===== config.mk =====
export PLATFORM = sky130hd
export DESIGN_NAME = lru_key_value_cache_top_flat
export DESIGN_NICKNAME = d
export VERILOG_FILES = /design/src/rtl/core/lkvc_pkg.sv /design/src/rtl/core/lkvc_ifs.sv /design/src/rtl/core/lkvc_csr.sv /design/src/rtl/core/lkvc_ctrl.sv /design/src/rtl/core/lkvc_dpath.sv /design/src/rtl/core/lru_key_value_cache_top.sv /design/src/flat_wrapper.sv
export SDC_FILE = /design/constraint.sdc
export NUM_CORES = 1
export LEC_CHECK = 0
export BUFFER_PORTS_ARGS = -buffer_cell sky130_fd_sc_hd__buf_4
export CAP_MARGIN = 20
export CORE_MARGIN = 2
export CORE_UTILIZATION = 58
export CTS_BUF_LIST = sky130_fd_sc_hd__clkbuf_8
export DETAILED_ROUTE_END_ITERATION = 6
export PLACE_DENSITY = 0.79
export SETUP_SLACK_MARGIN = 0.3
export SKIP_LAST_GASP = 1
export SYNTH_ARGS = -nofsm -noshare
export SYNTH_HDL_FRONTEND = slang
export SYNTH_SLANG_ARGS = --single-unit

===== constraint.sdc =====
create_clock -name clock -period 5.27 [get_ports clock]
set_input_delay 0.2635 -clock clock [delete_from_list [all_inputs] [get_ports clock]]
set_output_delay 0.2635 -clock clock [all_outputs]
set_load 0.02 [all_outputs]

===== src/rtl/core/lkvc_pkg.sv =====
`timescale 1ns / 1ps
// ----------------------------------------------------------------------------
// LRU key-value cache package
// Shared sizes, codes, state type and the command/status bundles that pass
// between the controller and the datapath.
// ----------------------------------------------------------------------------
package lkvc_pkg;

   // Built store depth and the number of key bits that take part in a match.
   localparam int LKV_DEPTH    = 16;
   localparam int LKV_KEY_BITS = 16;

   // Field widths fixed by the channel formats.
   localparam int KEY_W      = 16;
   localparam int VAL_W      = 32;
   localparam int CAP_W      = 5;
   localparam int ADDR_W     = 3;
   localparam int CSR_DATA_W = 32;

   localparam int IDX_W = (LKV_DEPTH > 1) ? $clog2(LKV_DEPTH) : 1;
   localparam int OCC_W = $clog2(LKV_DEPTH + 1);
   localparam int CMP_W = (OCC_W > CAP_W) ? OCC_W : CAP_W;

   localparam logic [KEY_W-1:0] KEY_MASK =
      (LKV_KEY_BITS >= KEY_W) ? {KEY_W{1'b1}} : KEY_W'((1 << LKV_KEY_BITS) - 1);

   localparam logic [CAP_W-1:0] CAP_RESET = CAP_W'(16);

   // Register index, taken from the word address.
   localparam logic [ADDR_W-3:0] REG_CAPACITY = '0;

   // Operation codes.
   localparam logic MODE_GET = 1'b0;
   localparam logic MODE_PUT = 1'b1;

   localparam logic signed [VAL_W-1:0] MISS_VALUE = -1;

   typedef enum logic [1:0] {
      ST_IDLE,
      ST_SCAN,
      ST_UPDATE
   } lkvc_state_type;

   typedef struct packed {
      logic start;
      logic scan;
      logic finish;
   } lkvc_cmd_type;

   typedef struct packed {
      logic scan_done;
      logic out_free;
   } lkvc_sts_type;

endpackage


===== src/rtl/core/lkvc_ifs.sv =====
`timescale 1ns / 1ps
// ----------------------------------------------------------------------------
// LRU key-value cache channel interfaces
// Request and response channels with valid/ready handshakes.
// ----------------------------------------------------------------------------
interface lkvc_req_if import lkvc_pkg::*; ();
   logic                    valid;
   logic                    ready;
   logic                    mode;
   logic [KEY_W-1:0]        key;
   logic signed [VAL_W-1:0] value;

   modport source (output valid, output mode, output key, output value, input ready);
   modport sink   (input valid, input mode, input key, input value, output ready);
endinterface

interface lkvc_rsp_if import lkvc_pkg::*; ();
   logic                    valid;
   logic                    ready;
   logic                    hit;
   logic signed [VAL_W-1:0] read_value;
   logic                    evicted;
   logic [KEY_W-1:0]        evicted_key;

   modport source (output valid, output hit, output read_value, output evicted,
                   output evicted_key, input ready);
   modport sink   (input valid, input hit, input read_value, input evicted,
                   input evicted_key, output ready);
endinterface


===== src/rtl/core/lkvc_csr.sv =====
`timescale 1ns / 1ps
// ----------------------------------------------------------------------------
// LRU key-value cache register block
// APB-style register port holding the capacity register.
// ----------------------------------------------------------------------------
module lkvc_csr import lkvc_pkg::*; (
   input  logic                  clock,
   input  logic                  reset,
   input  logic                  psel,
   input  logic                  penable,
   input  logic                  pwrite,
   input  logic [ADDR_W-1:0]     paddr,
   input  logic [CSR_DATA_W-1:0] pwdata,
   output logic [CSR_DATA_W-1:0] prdata,
   output logic                  pready,
   output logic [CAP_W-1:0]      capacity
);

   logic [CAP_W-1:0]  capacity_ff;
   logic [CAP_W-1:0]  capacity_in;
   logic [ADDR_W-3:0] reg_index;
   logic              wr_en;

   assign pready    = 1'b1;
   assign reg_index = paddr[ADDR_W-1:2];
   assign wr_en     = psel && penable && pwrite && pready;

   always_comb begin
      capacity_in = capacity_ff;
      if (wr_en && reg_index == REG_CAPACITY) begin
         capacity_in = pwdata[CAP_W-1:0];
      end
   end

   always_ff @(posedge clock) begin
      if (reset) begin
         capacity_ff <= CAP_RESET;
      end else begin
         capacity_ff <= capacity_in;
      end
   end

   assign prdata   = (reg_index == REG_CAPACITY) ? CSR_DATA_W'(capacity_ff) : '0;
   assign capacity = capacity_ff;

endmodule


===== src/rtl/core/lkvc_ctrl.sv =====
`timescale 1ns / 1ps
// ----------------------------------------------------------------------------
// LRU key-value cache controller
// Sequences accept, entry scan and table update for one request at a time.
// ----------------------------------------------------------------------------
module lkvc_ctrl import lkvc_pkg::*; (
   input  logic         clock,
   input  logic         reset,
   input  logic         req_valid,
   output logic         req_ready,
   input  lkvc_sts_type sts,
   output lkvc_cmd_type cmd
);

   lkvc_state_type state_ff;
   lkvc_state_type state_in;

   always_ff @(posedge clock) begin
      if (reset) begin
         state_ff <= ST_IDLE;
      end else begin
         state_ff <= state_in;
      end
   end

   always_comb begin
      state_in  = state_ff;
      cmd       = '0;
      req_ready = 1'b0;
      unique case (state_ff)
         ST_IDLE: begin
            req_ready = 1'b1;
            if (req_valid) begin
               cmd.start = 1'b1;
               state_in  = ST_SCAN;
            end
         end
         ST_SCAN: begin
            cmd.scan = 1'b1;
            if (sts.scan_done) begin
               state_in = ST_UPDATE;
            end
         end
         ST_UPDATE: begin
            // The update and the result load happen together, so wait for room.
            if (sts.out_free) begin
               cmd.finish = 1'b1;
               state_in   = ST_IDLE;
            end
         end
         default: begin
            state_in = ST_IDLE;
         end
      endcase
   end

endmodule


===== src/rtl/core/lkvc_dpath.sv =====
`timescale 1ns / 1ps
// ----------------------------------------------------------------------------
// LRU key-value cache datapath
// Key and value stores, valid bits, recency ranks, the serial entry scan and
// the result register.
// ----------------------------------------------------------------------------
module lkvc_dpath import lkvc_pkg::*; (
   input  logic                    clock,
   input  logic                    reset,
   input  lkvc_cmd_type            cmd,
   output lkvc_sts_type            sts,
   input  logic [CAP_W-1:0]        capacity,
   input  logic                    req_mode,
   input  logic [KEY_W-1:0]        req_key,
   input  logic signed [VAL_W-1:0] req_value,
   input  logic                    rsp_ready,
   output logic                    rsp_valid,
   output logic                    rsp_hit,
   output logic signed [VAL_W-1:0] rsp_read_value,
   output logic                    rsp_evicted,
   output logic [KEY_W-1:0]        rsp_evicted_key
);

   // Stores
   logic [KEY_W-1:0]        key_mem [LKV_DEPTH];
   logic signed [VAL_W-1:0] val_mem [LKV_DEPTH];
   logic [LKV_DEPTH-1:0]    valid_ff, valid_in;
   logic [IDX_W-1:0]        rank_ff [LKV_DEPTH];
   logic [IDX_W-1:0]        rank_in [LKV_DEPTH];
   logic [OCC_W-1:0]        occ_ff, occ_in;

   // Latched request
   logic                    mode_ff;
   logic [KEY_W-1:0]        key_ff;
   logic signed [VAL_W-1:0] value_ff;

   // Scan pipeline
   logic [OCC_W-1:0]        cnt_ff;
   logic                    cmp_vld_ff;
   logic [IDX_W-1:0]        cmp_idx_ff;
   logic [KEY_W-1:0]        rd_key_ff;
   logic signed [VAL_W-1:0] rd_val_ff;

   // Scan results
   logic                    found_ff, free_ff, lru_ff;
   logic [IDX_W-1:0]        found_idx_ff, free_idx_ff, lru_idx_ff;
   logic [IDX_W-1:0]        found_rank_ff, lru_rank_ff;
   logic signed [VAL_W-1:0] found_val_ff;
   logic [KEY_W-1:0]        lru_key_ff;

   // Result register
   logic                    rsp_valid_ff;
   logic                    rsp_hit_ff;
   logic signed [VAL_W-1:0] rsp_read_value_ff;
   logic                    rsp_evicted_ff;
   logic [KEY_W-1:0]        rsp_evicted_key_ff;

   logic             issue;
   logic [IDX_W-1:0] scan_addr;
   logic             ent_valid;
   logic [IDX_W-1:0] ent_rank;
   logic             take_found, take_free, take_lru;
   logic [CMP_W-1:0] cap_ext, usable;
   logic             has_room, put_miss, do_evict;
   logic [IDX_W-1:0] wr_idx;
   logic             key_we, val_we;

   assign issue     = cmd.scan && (cnt_ff < OCC_W'(LKV_DEPTH));
   assign scan_addr = cnt_ff[IDX_W-1:0];

   assign ent_valid  = valid_ff[cmp_idx_ff];
   assign ent_rank   = rank_ff[cmp_idx_ff];
   assign take_found = cmp_vld_ff && ent_valid && (rd_key_ff == key_ff) && !found_ff;
   assign take_free  = cmp_vld_ff && !ent_valid && !free_ff;
   assign take_lru   = cmp_vld_ff && ent_valid && (!lru_ff || ent_rank > lru_rank_ff);

   // Capacity zero behaves as one, and anything above the store depth saturates.
   assign cap_ext = CMP_W'(capacity);
   always_comb begin
      if (cap_ext == '0) begin
         usable = CMP_W'(1);
      end else if (cap_ext > CMP_W'(LKV_DEPTH)) begin
         usable = CMP_W'(LKV_DEPTH);
      end else begin
         usable = cap_ext;
      end
   end

   assign has_room = (CMP_W'(occ_ff) < usable) && free_ff;
   assign put_miss = (mode_ff == MODE_PUT) && !found_ff;
   assign do_evict = put_miss && !has_room && lru_ff;

   always_comb begin
      priority if (found_ff) begin
         wr_idx = found_idx_ff;
      end else if (has_room) begin
         wr_idx = free_idx_ff;
      end else if (lru_ff) begin
         wr_idx = lru_idx_ff;
      end else begin
         wr_idx = '0;
      end
   end

   assign key_we = cmd.finish && put_miss;
   assign val_we = cmd.finish && (mode_ff == MODE_PUT);

   // Recency and occupancy update, applied in the finishing cycle.
   always_comb begin
      valid_in = valid_ff;
      occ_in   = occ_ff;
      for (int i = 0; i < LKV_DEPTH; i++) begin
         rank_in[i] = rank_ff[i];
      end
      if (cmd.finish) begin
         if (found_ff) begin
            for (int i = 0; i < LKV_DEPTH; i++) begin
               if (valid_ff[i] && IDX_W'(i) != found_idx_ff && rank_ff[i] < found_rank_ff) begin
                  rank_in[i] = rank_ff[i] + 1'b1;
               end
            end
            rank_in[found_idx_ff] = '0;
         end else if (put_miss) begin
            // An evicted entry is the written slot itself, so it is skipped here.
            for (int i = 0; i < LKV_DEPTH; i++) begin
               if (valid_ff[i] && IDX_W'(i) != wr_idx) begin
                  rank_in[i] = rank_ff[i] + 1'b1;
               end
            end
            rank_in[wr_idx]  = '0;
            valid_in[wr_idx] = 1'b1;
            if (!do_evict) begin
               occ_in = occ_ff + 1'b1;
            end
         end
      end
   end

   always_ff @(posedge clock) begin
      if (issue) begin
         rd_key_ff <= key_mem[scan_addr];
         rd_val_ff <= val_mem[scan_addr];
      end
      if (key_we) begin
         key_mem[wr_idx] <= key_ff;
      end
      if (val_we) begin
         val_mem[wr_idx] <= value_ff;
      end
   end

   always_ff @(posedge clock) begin
      if (reset) begin
         valid_ff     <= '0;
         occ_ff       <= '0;
         cnt_ff       <= '0;
         cmp_vld_ff   <= 1'b0;
         found_ff     <= 1'b0;
         free_ff      <= 1'b0;
         lru_ff       <= 1'b0;
         rsp_valid_ff <= 1'b0;
         for (int i = 0; i < LKV_DEPTH; i++) begin
            rank_ff[i] <= '0;
         end
      end else begin
         valid_ff   <= valid_in;
         occ_ff     <= occ_in;
         cmp_vld_ff <= issue;
         for (int i = 0; i < LKV_DEPTH; i++) begin
            rank_ff[i] <= rank_in[i];
         end
         if (cmd.start) begin
            cnt_ff   <= '0;
            found_ff <= 1'b0;
            free_ff  <= 1'b0;
            lru_ff   <= 1'b0;
         end else begin
            if (issue) begin
               cnt_ff <= cnt_ff + 1'b1;
            end
            if (take_found) begin
               found_ff <= 1'b1;
            end
            if (take_free) begin
               free_ff <= 1'b1;
            end
            if (take_lru) begin
               lru_ff <= 1'b1;
            end
         end
         if (cmd.finish) begin
            rsp_valid_ff <= 1'b1;
         end else if (rsp_ready) begin
            rsp_valid_ff <= 1'b0;
         end
      end
   end

   always_ff @(posedge clock) begin
      cmp_idx_ff <= scan_addr;
      if (cmd.start) begin
         mode_ff  <= req_mode;
         key_ff   <= req_key & KEY_MASK;
         value_ff <= req_value;
      end
      if (take_found) begin
         found_idx_ff  <= cmp_idx_ff;
         found_rank_ff <= ent_rank;
         found_val_ff  <= rd_val_ff;
      end
      if (take_free) begin
         free_idx_ff <= cmp_idx_ff;
      end
      if (take_lru) begin
         lru_idx_ff  <= cmp_idx_ff;
         lru_rank_ff <= ent_rank;
         lru_key_ff  <= rd_key_ff;
      end
      if (cmd.finish) begin
         rsp_hit_ff <= found_ff;
         if (mode_ff == MODE_GET) begin
            rsp_read_value_ff <= found_ff ? found_val_ff : MISS_VALUE;
         end else begin
            rsp_read_value_ff <= '0;
         end
         rsp_evicted_ff     <= do_evict;
         rsp_evicted_key_ff <= do_evict ? lru_key_ff : '0;
      end
   end

   assign sts.scan_done = cmp_vld_ff && (cmp_idx_ff == IDX_W'(LKV_DEPTH - 1));
   assign sts.out_free  = !rsp_valid_ff || rsp_ready;

   assign rsp_valid       = rsp_valid_ff;
   assign rsp_hit         = rsp_hit_ff;
   assign rsp_read_value  = rsp_read_value_ff;
   assign rsp_evicted     = rsp_evicted_ff;
   assign rsp_evicted_key = rsp_evicted_key_ff;

endmodule


===== src/rtl/core/lru_key_value_cache_top.sv =====
`timescale 1ns / 1ps
// ----------------------------------------------------------------------------
// LRU key-value cache top level
// Fully associative 16-entry key/value store with least-recently-used
// replacement.
//
// A request beat on req_ch carries mode (get or put), key and value. Every
// request yields exactly one response beat on rsp_ch with hit, read_value,
// evicted and evicted_key. A get miss returns -1; a put always returns 0 and
// reports the victim key when a miss forced an eviction.
// Each request is accepted in the idle state and then scanned: one key and value
// memory read per entry, each entry compared in the cycle after its read, then a
// single update step. The next request is accepted on the cycle after the update,
// so only one request is in progress at a time.
// The response sits in an output register; while it waits for rsp_ch.ready the
// next request is still accepted and scanned, and only its update stalls.
// Synchronous reset empties the store (all entries invalid, occupancy zero)
// and sets the capacity register to 16. Capacity is written over the csr_
// port at byte address 0 and must only be changed while the cache is idle.
// ----------------------------------------------------------------------------
module lru_key_value_cache_top import lkvc_pkg::*; (
   input  logic                  clock,
   input  logic                  reset,
   lkvc_req_if.sink              req_ch,
   lkvc_rsp_if.source            rsp_ch,
   input  logic                  csr_psel,
   input  logic                  csr_penable,
   input  logic                  csr_pwrite,
   input  logic [ADDR_W-1:0]     csr_paddr,
   input  logic [CSR_DATA_W-1:0] csr_pwdata,
   output logic [CSR_DATA_W-1:0] csr_prdata,
   output logic                  csr_pready
);

   lkvc_cmd_type     cmd;
   lkvc_sts_type     sts;
   logic [CAP_W-1:0] capacity;

   lkvc_csr u_csr (
      .clock    (clock),
      .reset    (reset),
      .psel     (csr_psel),
      .penable  (csr_penable),
      .pwrite   (csr_pwrite),
      .paddr    (csr_paddr),
      .pwdata   (csr_pwdata),
      .prdata   (csr_prdata),
      .pready   (csr_pready),
      .capacity (capacity)
   );

   lkvc_ctrl u_ctrl (
      .clock     (clock),
      .reset     (reset),
      .req_valid (req_ch.valid),
      .req_ready (req_ch.ready),
      .sts       (sts),
      .cmd       (cmd)
   );

   lkvc_dpath u_dpath (
      .clock           (clock),
      .reset           (reset),
      .cmd             (cmd),
      .sts             (sts),
      .capacity        (capacity),
      .req_mode        (req_ch.mode),
      .req_key         (req_ch.key),
      .req_value       (req_ch.value),
      .rsp_ready       (rsp_ch.ready),
      .rsp_valid       (rsp_ch.valid),
      .rsp_hit         (rsp_ch.hit),
      .rsp_read_value  (rsp_ch.read_value),
      .rsp_evicted     (rsp_ch.evicted),
      .rsp_evicted_key (rsp_ch.evicted_key)
   );

   // Every accepted beat starts a scan, and no second beat enters behind it.
   a_accept_starts: assert property (@(posedge clock) disable iff (reset)
      (req_ch.valid && req_ch.ready) |-> cmd.start)
      else $error("accepted request did not start a scan");

   a_no_overlap: assert property (@(posedge clock) disable iff (reset)
      cmd.start |=> !req_ch.ready)
      else $error("request accepted while another is in progress");

   // The result register is only loaded when it is free, and then holds a beat.
   a_finish_when_free: assert property (@(posedge clock) disable iff (reset)
      cmd.finish |-> (sts.out_free ##1 rsp_ch.valid))
      else $error("result loaded over an unaccepted response");

   a_evict_is_put_miss: assert property (@(posedge clock) disable iff (reset)
      (rsp_ch.valid && rsp_ch.evicted) |-> (!rsp_ch.hit && rsp_ch.read_value == '0))
      else $error("eviction reported on a response that is not a put miss");

endmodule


===== src/flat_wrapper.sv =====
// flat-port wrapper written by rule: the top's interface ports become plain ports
module lru_key_value_cache_top_flat import lkvc_pkg::*;
  (clock, reset, csr_psel, csr_penable, csr_pwrite, csr_paddr, csr_pwdata, csr_prdata, csr_pready, req_ch_valid, req_ch_mode, req_ch_key, req_ch_value, req_ch_ready, rsp_ch_valid, rsp_ch_hit, rsp_ch_read_value, rsp_ch_evicted, rsp_ch_evicted_key, rsp_ch_ready);
  lkvc_req_if req_ch_i ();
  lkvc_rsp_if rsp_ch_i ();
  input  logic clock;
  input  logic reset;
  input  logic csr_psel;
  input  logic csr_penable;
  input  logic csr_pwrite;
  input  logic [ADDR_W-1:0] csr_paddr;
  input  logic [CSR_DATA_W-1:0] csr_pwdata;
  output logic [CSR_DATA_W-1:0] csr_prdata;
  output logic csr_pready;
  input wire logic [$bits(req_ch_i.valid)-1:0] req_ch_valid;
  input wire logic [$bits(req_ch_i.mode)-1:0] req_ch_mode;
  input wire logic [$bits(req_ch_i.key)-1:0] req_ch_key;
  input wire logic [$bits(req_ch_i.value)-1:0] req_ch_value;
  output wire logic [$bits(req_ch_i.ready)-1:0] req_ch_ready;
  output wire logic [$bits(rsp_ch_i.valid)-1:0] rsp_ch_valid;
  output wire logic [$bits(rsp_ch_i.hit)-1:0] rsp_ch_hit;
  output wire logic [$bits(rsp_ch_i.read_value)-1:0] rsp_ch_read_value;
  output wire logic [$bits(rsp_ch_i.evicted)-1:0] rsp_ch_evicted;
  output wire logic [$bits(rsp_ch_i.evicted_key)-1:0] rsp_ch_evicted_key;
  input wire logic [$bits(rsp_ch_i.ready)-1:0] rsp_ch_ready;
  assign req_ch_i.valid = req_ch_valid;
  assign req_ch_i.mode = req_ch_mode;
  assign req_ch_i.key = req_ch_key;
  assign req_ch_i.value = req_ch_value;
  assign req_ch_ready = req_ch_i.ready;
  assign rsp_ch_valid = rsp_ch_i.valid;
  assign rsp_ch_hit = rsp_ch_i.hit;
  assign rsp_ch_read_value = rsp_ch_i.read_value;
  assign rsp_ch_evicted = rsp_ch_i.evicted;
  assign rsp_ch_evicted_key = rsp_ch_i.evicted_key;
  assign rsp_ch_i.ready = rsp_ch_ready;
  lru_key_value_cache_top u_core (.clock(clock), .reset(reset), .req_ch(req_ch_i), .rsp_ch(rsp_ch_i), .csr_psel(csr_psel), .csr_penable(csr_penable), .csr_pwrite(csr_pwrite), .csr_paddr(csr_paddr), .csr_pwdata(csr_pwdata), .csr_prdata(csr_prdata), .csr_pready(csr_pready));
endmodule

== Word-level counts from Yosys, hierarchy flattened ==
Memories as Yosys holds them, arrays and structs flattened. A register that Yosys moved wholly into a read port is not among the register bits.
Index checks and enable logic that the tools add are counted.

* Memory bits (read-only): 0
* Logic and storage cells: 386
* Bits in writable memories: 832
* Latch bits: 0
* Memories: 3
* Register bits after elaboration: 209

{| class="wikitable"
|+ Memory list
! name !! words !! width !! read ports !! clocked after memory_dff !! write ports !! RTL line !! text
|-
| u_core.u_dpath.val_mem || 16 || 32 || 1 || 1 || 1 || lkvc_dpath.sv:26 || <nowiki>logic signed [VAL_W-1:0] val_mem [LKV_DEPTH];</nowiki>
|-
| u_core.u_dpath.key_mem || 16 || 16 || 1 || 1 || 1 || lkvc_dpath.sv:25 || <nowiki>logic [KEY_W-1:0] key_mem [LKV_DEPTH];</nowiki>
|-
| u_core.u_dpath.rank_ff || 16 || 4 || 17 || 1 || 16 || lkvc_dpath.sv:28 || <nowiki>logic [IDX_W-1:0] rank_ff [LKV_DEPTH];</nowiki>
|}

* Eq/ne operators: 37
* Reduce and logical (&&, ||, !) cells: 85
* Shift-type cells: 0
* Divide/modulo/power cells: 0
* Add/subtract/negate cells: 18
* $lt $le $gt $ge: 27
* Mux-type cells: 165
* Bitwise operators: 26
* Multiply operators: 0

{| class="wikitable"
|+ Operators with widths
! operator !! number
|-
| $mux 4 || 133
|-
| $mux 64 || 3
|-
| $and 64x64->64 || 2
|-
| $not 64->64 || 2
|-
| $logic_and 1x1->1 || 68
|-
| $add 4x1->4 const B || 16
|-
| $lt 4x4->1 || 16
|-
| $ne 4x4->1 const A || 16
|-
| $demux 4 s4 || 2
|-
| $mux 32 || 1
|-
| $ne 3x4->1 const A || 8
|-
| $mux 1 || 17
|-
| $eq 16x16->1 || 1
|-
| $ne 2x4->1 const A || 4
|-
| $or 1x1->1 || 16
|-
| $or 16x16->16 || 1
|-
| $mux 5 || 3
|-
| $add 5x1->5 const B || 2
|-
| $ge 5x5->1 const B || 2
|-
| $lt 4x5->1 const B || 2
|-
| $lt 5x1->1 const B || 2
|-
| $not 4->5 || 2
|-
| $ne 1x4->1 const A || 2
|-
| $reduce_bool 4->1 || 2
|-
| 23 further kinds || 35
|}

== Depth between registers and ports, before layout ==
* Depth after elaboration: 18
* Gate-level depth with buffers: 13
* Depth with buffers taken out: 10

== By module ==
From an unflattened synthesis, not the netlist that was laid out.

* Cell total of the unflattened synthesis: 2527
* Area total of the unflattened synthesis: 45050.7 um^2

{| class="wikitable"
|+ By module, submodules not included
! module !! area an instance (um^2) !! times used !! seq. area each (um^2) !! cells each
|-
| lkvc_dpath || 44443.9 || 1 || 31500.2 || 2456
|-
| lkvc_csr || 494.2 || 1 || 100.1 || 58
|-
| lkvc_ctrl || 112.6 || 1 || 40.0 || 13
|}

== Least setup slack after synthesis ==
No wires, ideal clock.

* Path kind: register to register
* Start: register u_core.u_dpath.cmp_idx_ff[1]
* End: register u_core.u_dpath.found_idx_ff[0] (enable)
* Setup slack: -553 ps
* Required time: 4730 ps
* Cell stages (with the launch flop): 8
* Arrival: 5283 ps
* Cell sequence: dfxtp_1 -> clkbuf_1 -> mux4_2 -> mux2_2 -> nand2_1 -> o21ai_0 -> nand2_1 -> nor4_1

* Cells in the longest elaborated chain, start to end: 5

{| class="wikitable"
|+ RTL lines
! what !! RTL line !! text
|-
| from (decl) || lkvc_dpath.sv:40 || <nowiki>logic [IDX_W-1:0] cmp_idx_ff;</nowiki>
|-
| from (signal assigned) || lkvc_dpath.sv:200 || <nowiki>cmp_idx_ff <= scan_addr;</nowiki>
|-
| $bmux 1 s4 || lkvc_dpath.sv:71 || <nowiki>assign ent_valid = valid_ff[cmp_idx_ff];</nowiki>
|-
| $mux 1 (not written as such) || lkvc_dpath.sv:71 ||
|-
| $logic_and 1x1->1 (3 in a row) || lkvc_dpath.sv:73 || <nowiki>assign take_found = cmp_vld_ff && ent_valid && (rd_key_ff == key_ff) && !found_ff;</nowiki>
|-
| net u_core.u_dpath.take_found || lkvc_dpath.sv:62 || <nowiki>logic take_found, take_free, take_lru;</nowiki>
|-
| to (signal assigned) || lkvc_dpath.sv:207 || <nowiki>found_idx_ff <= cmp_idx_ff;</nowiki>
|-
| to (decl) || lkvc_dpath.sv:46 || <nowiki>logic [IDX_W-1:0] found_idx_ff, free_idx_ff, lru_idx_ff;</nowiki>
|}

The timed path passes the listed nets, and every way through them passes these cells. The select of a mux whose other input is x is not followed.
A chain may end at the register's enable or synchronous reset.

== Worst setup path after layout ==
* Start: register u_core.u_csr.capacity_ff[4] (netlist: u_core.u_csr.capacity[4])
* End: memory u_core.u_dpath.val_mem[10][1] (enable)

* Cells in the longest elaborated chain, start to end: 7
* Elaborated cells between the ends (all ways): 8
* Those cells by class: order compare (2); mux (4); reduce/logical (2)

{| class="wikitable"
|+ RTL lines
! what !! RTL line !! text
|-
| from (decl) || lkvc_csr.sv:19 || <nowiki>logic [CAP_W-1:0] capacity_ff;</nowiki>
|-
| from (signal assigned) || lkvc_csr.sv:39 || <nowiki>capacity_ff <= capacity_in;</nowiki>
|-
| $gt 5x5->1 || lkvc_dpath.sv:82 || <nowiki>end else if (cap_ext > CMP_W'(LKV_DEPTH)) begin</nowiki>
|-
| $mux 5 || lkvc_dpath.sv:82 ||
|-
| $mux 5 (*) || lkvc_dpath.sv:80 || <nowiki>if (cap_ext == '0) begin</nowiki>
|-
| $lt 5x5->1 (*) || lkvc_dpath.sv:89 || <nowiki>assign has_room = (CMP_W'(occ_ff) < usable) && free_ff;</nowiki>
|-
| $logic_and 1x1->1 (*) || lkvc_dpath.sv:89 ||
|-
| $mux 4 (*) || lkvc_dpath.sv:96 || <nowiki>end else if (has_room) begin</nowiki>
|-
| $mux 4 (*) || lkvc_dpath.sv:94 || <nowiki>priority if (found_ff) begin</nowiki>
|-
| to (decl) || lkvc_dpath.sv:26 ||
|}

Mark *: on every way between the ends. The rest lies on a longest branch, timed or not.

==> flow_summary.json <==
{
  "wl_per_cell_um": 27.58,
  "area_growth_pct": 13.70,
  "place_area_um2": 46980,
  "drc_errors": 0,
  "rsz0062_at_grt": "false",
  "die-height_um": 281.5,
  "critPathMaxFanout": 23,
  "combPwrFrac_pct": 2.9,
  "grt_remaining_overflow": 0,
  "fp.dieArea_um2": 79260,
  "run_status": "finished clean",
  "coreArea_um2": 76080,
  "post-place-cells": 3524,
  "pwr-share-seq_pct": 57.1,
  "synth_flop_cell": "edfxtp_1",
  "tightestPinTransition_ns": 1.075,
  "maxCapViolCount": 0,
  "cts_root_buf": "clkbuf_8",
  "async_reset_ff_share_pct": 0,
  "drt_wl_total_um": 107400,
  "ant_nets": 0,
  "synth_area_um2": 44680,
  "final_area_um2": 50800,
  "final_cells": 3894,
  "place_hpwl_um": 59020,
  "io_buffer_count": 118,
  "slew_headroom_pct": 28.35,
  "cts_buffer_depth": 3,
  "p_sw_share_pct": 22.29,
  "crit_slowest_cell": "o21a_1",
  "crit_family": "compound AO/OA/AOI/OAI gates",
  "post-route-period-util_pct": 82.37,
  "ctsHoldBuffers": 62,
  "cts_made_buffers": 168,
  "path_cells": "inv_1 -> nand2_1 -> ha_1 -> a21oi_1 -> o2111ai_1 -> o21a_1 -> a31o_1 -> nor2_1 -> nand2_1 -> nor2_4 -> buf_4",
  "ys_ff_latch": 1089,
  "cp-start-kind": "flop",
  "tns_ns": 0,
  "synth_top_area_share_pct": 66.07,
  "seq_area_frac_synth_pct": 70.82,
  "p_total_mw": 16.77,
  "finalCriticalPeriod_ns": 4.341,
  "clkLatencyLatePin_ns": 0.85,
  "synth_edf_count": 983,
  "start_util_pct": 58.73,
  "cts_tree": "yes",
  "crit_buf_inv": 2,
  "synthTopCellsByCount": "983 x edfxtp_1, 264 x mux4_2, 106 x dfxtp_1, 102 x a21oi_1, 88 x inv_1",
  "arrival_ns": 4.80,
  "gp_congestion": 0.9265,
  "p_int_mw": 13.03,
  "fin_hold_ws_ns": 0.1338,
  "antenna_found_initial": 3,
  "yosysTopAreaCell": "edfxtp_1",
  "grt.total_usage_pct": 27.47,
  "grt_max_degree": 110,
  "cts-resized-gates": 0,
  "fin_skew_ns": 0.04305,
  "final-setup-viol-count": 0,
  "firstDrtPassIters": 7,
  "die_width_um": 281.5,
  "met1_usage_pct": 36.64,
  "antennaDiodeCount": 0,
  "fp-row-count": 101,
  "viasPerCell": 6.423,
  "ir_worst_vdd_uv": 196.1,
  "nNetsFinal": 2891,
  "use_met2_pct": 45.23,
  "syn_inst": 2443,
  "yosysMostFrequentCell": "edfxtp_1",
  "worstPathRequired_ns": 5.73,
  "synth_area_leaders": "edfxtp_1 66%, mux4_2 13%, dfxtp_1 4.7%, ha_1 2.1%, a21oi_1 1.1%",
  "cp_common_cell": "nand2_1",
  "max_freq_mhz": 230.4,
  "via_count": 25011,
  "crit_type": "flop to flop",
  "clock_sinks": 1089,
  "maxSlewViolCount": 0,
  "io_pins": 176,
  "critPathMaxStageDelay_ns": 0.49,
  "end_kind": "flop",
  "yosys_warnings": 0,
  "p_per_area_nw_per_um2": 330.2,
  "synth_cell_type_count": 75,
  "cts_setup_buffers": 0,
  "grt_pass1_wl_um": 158700,
  "clkTransAtPathRegs_ns": 0.06,
  "leakage_nw": 16.93,
  "power.switching_mw": 3.740,
  "gr-max-usage-layer": "met2",
  "avgSynthCellArea_um2": 18.29,
  "drive_gt1_share_pct": 25.98,
  "min_path_type": "input port to flop",
  "finalHoldViolCount": 0,
  "grt_use_met3_pct": 6.604,
  "grt_pass1_vias": 25486,
  "dr.first_iter.drc_count": 2994,
  "clkPwrFrac_pct": 40.0,
  "htree_levels": 4
}
-- path summary, 6_finish.rpt --
path | to | startpoint | slack (ns) | cells after the start
worst max-delay path | u_core.u_dpath.val_mem[10][1] | u_core.u_csr.capacity[4] | 0.93 | 11
worst min-delay path | u_core.u_dpath.value_ff[6] | req_ch_value[6] | 0.13 | 2
worst max register to register | u_core.u_dpath.val_mem[10][1] | u_core.u_csr.capacity[4] | 0.93 | 11
worst min register to register | u_core.u_dpath.found_val_ff[16] | u_core.u_dpath.rd_val_ff[16] | 0.41 | 0
-- layer usage --
metal,share of wire (%),wire [um]
met3,9.9,10580
met1,37,40100
met5,0,0
met2,50,53800
met4,2.7,2894
-- layout by cell type (no fill, tap or decap), types with 66 or more instances in the layout --
cell      instances
o21ai_0          66
mux4_2          264
dfxtp_1         101
buf_4           170
edfxtp_1        983
ha_1             74
a21oi_1         101
inv_1           133
nand2_1          75
clkbuf_8        170
-- power groups by stage --
stage | Combinational (mW) | Sequential [mW] | Clock (mW)
floorplan | 0.344 | 9.69 | 0
global placement | 0.439 | 9.74 | 0
detailed placement | 0.452 | 9.76 | 0
CTS | 0.488 | 9.58 | 6.76
global route | 0.521 | 9.59 | 7.18
finish | 0.489 | 9.58 | 6.71
-- through the flow --
stage	worst slack, ns	util, %
6_report	0.9290	66.77
5_1_grt	0.6562	66.77
4_1_cts	0.9658	66.77
3_5_place_dp	1.052	61.76
3_3_place_gp	1.183	61.72
2_1_floorplan	0.3007	-
-- cells by family (layout without fill, tap and decap cells) --
logic type / count (synthesis) / in the layout / synth area share, %
fa+ha+maj: 74 / 74 / 2.072
compound gates: 380 / 380 / 6.212
simple gates: 342 / 342 / 4.089
buf+inv: 240 / 635 / 2.347
flops: 1089 / 1089 / 70.82
xor+xnor: 23 / 23 / 0.4509
mux: 293 / 293 / 13.99
other cells: 2 / 28 / 0.01681
-- registers in the layout (all words and copies together), names as in the netlist, 2 cells and up --
name                            flops
u_core.u_dpath.cnt_ff               5
u_core.u_dpath.found_rank_ff        4
u_core.u_dpath.lru_idx_ff           4
u_core.u_dpath.lru_rank_ff          4
u_core.u_dpath.key_mem            256
u_core.u_csr.capacity               5
u_core.u_dpath.found_idx_ff         4
u_core.u_dpath.cmp_idx_ff           4
u_core.u_dpath.rsp_read_value      32
u_core.u_dpath.val_mem            512
u_core.u_dpath.rd_val_ff           32
u_core.u_dpath.free_idx_ff          4
u_core.u_dpath.lru_key_ff          16
u_core.u_ctrl.state_ff              2
u_core.u_dpath.rsp_evicted_key     16
u_core.u_dpath.valid_ff            16
u_core.u_dpath.key_ff              16
u_core.u_dpath.rank_ff             64
u_core.u_dpath.value_ff            32
u_core.u_dpath.occ_ff               5
u_core.u_dpath.rd_key_ff           16
u_core.u_dpath.found_val_ff        32
-- layout make-up --
cell class	count	area, um^2
Inverter	88	330.3
Clock buffer	170	2340
Sequential cell	1089	31660
Fill cell	4778	25280
Timing Repair Buffer	239	2044
Clock inverter	138	855.8
Multi-Input combinational cell	1140	12280
Tap cell	1030	1289
Power figures use the tool's default switching activity.
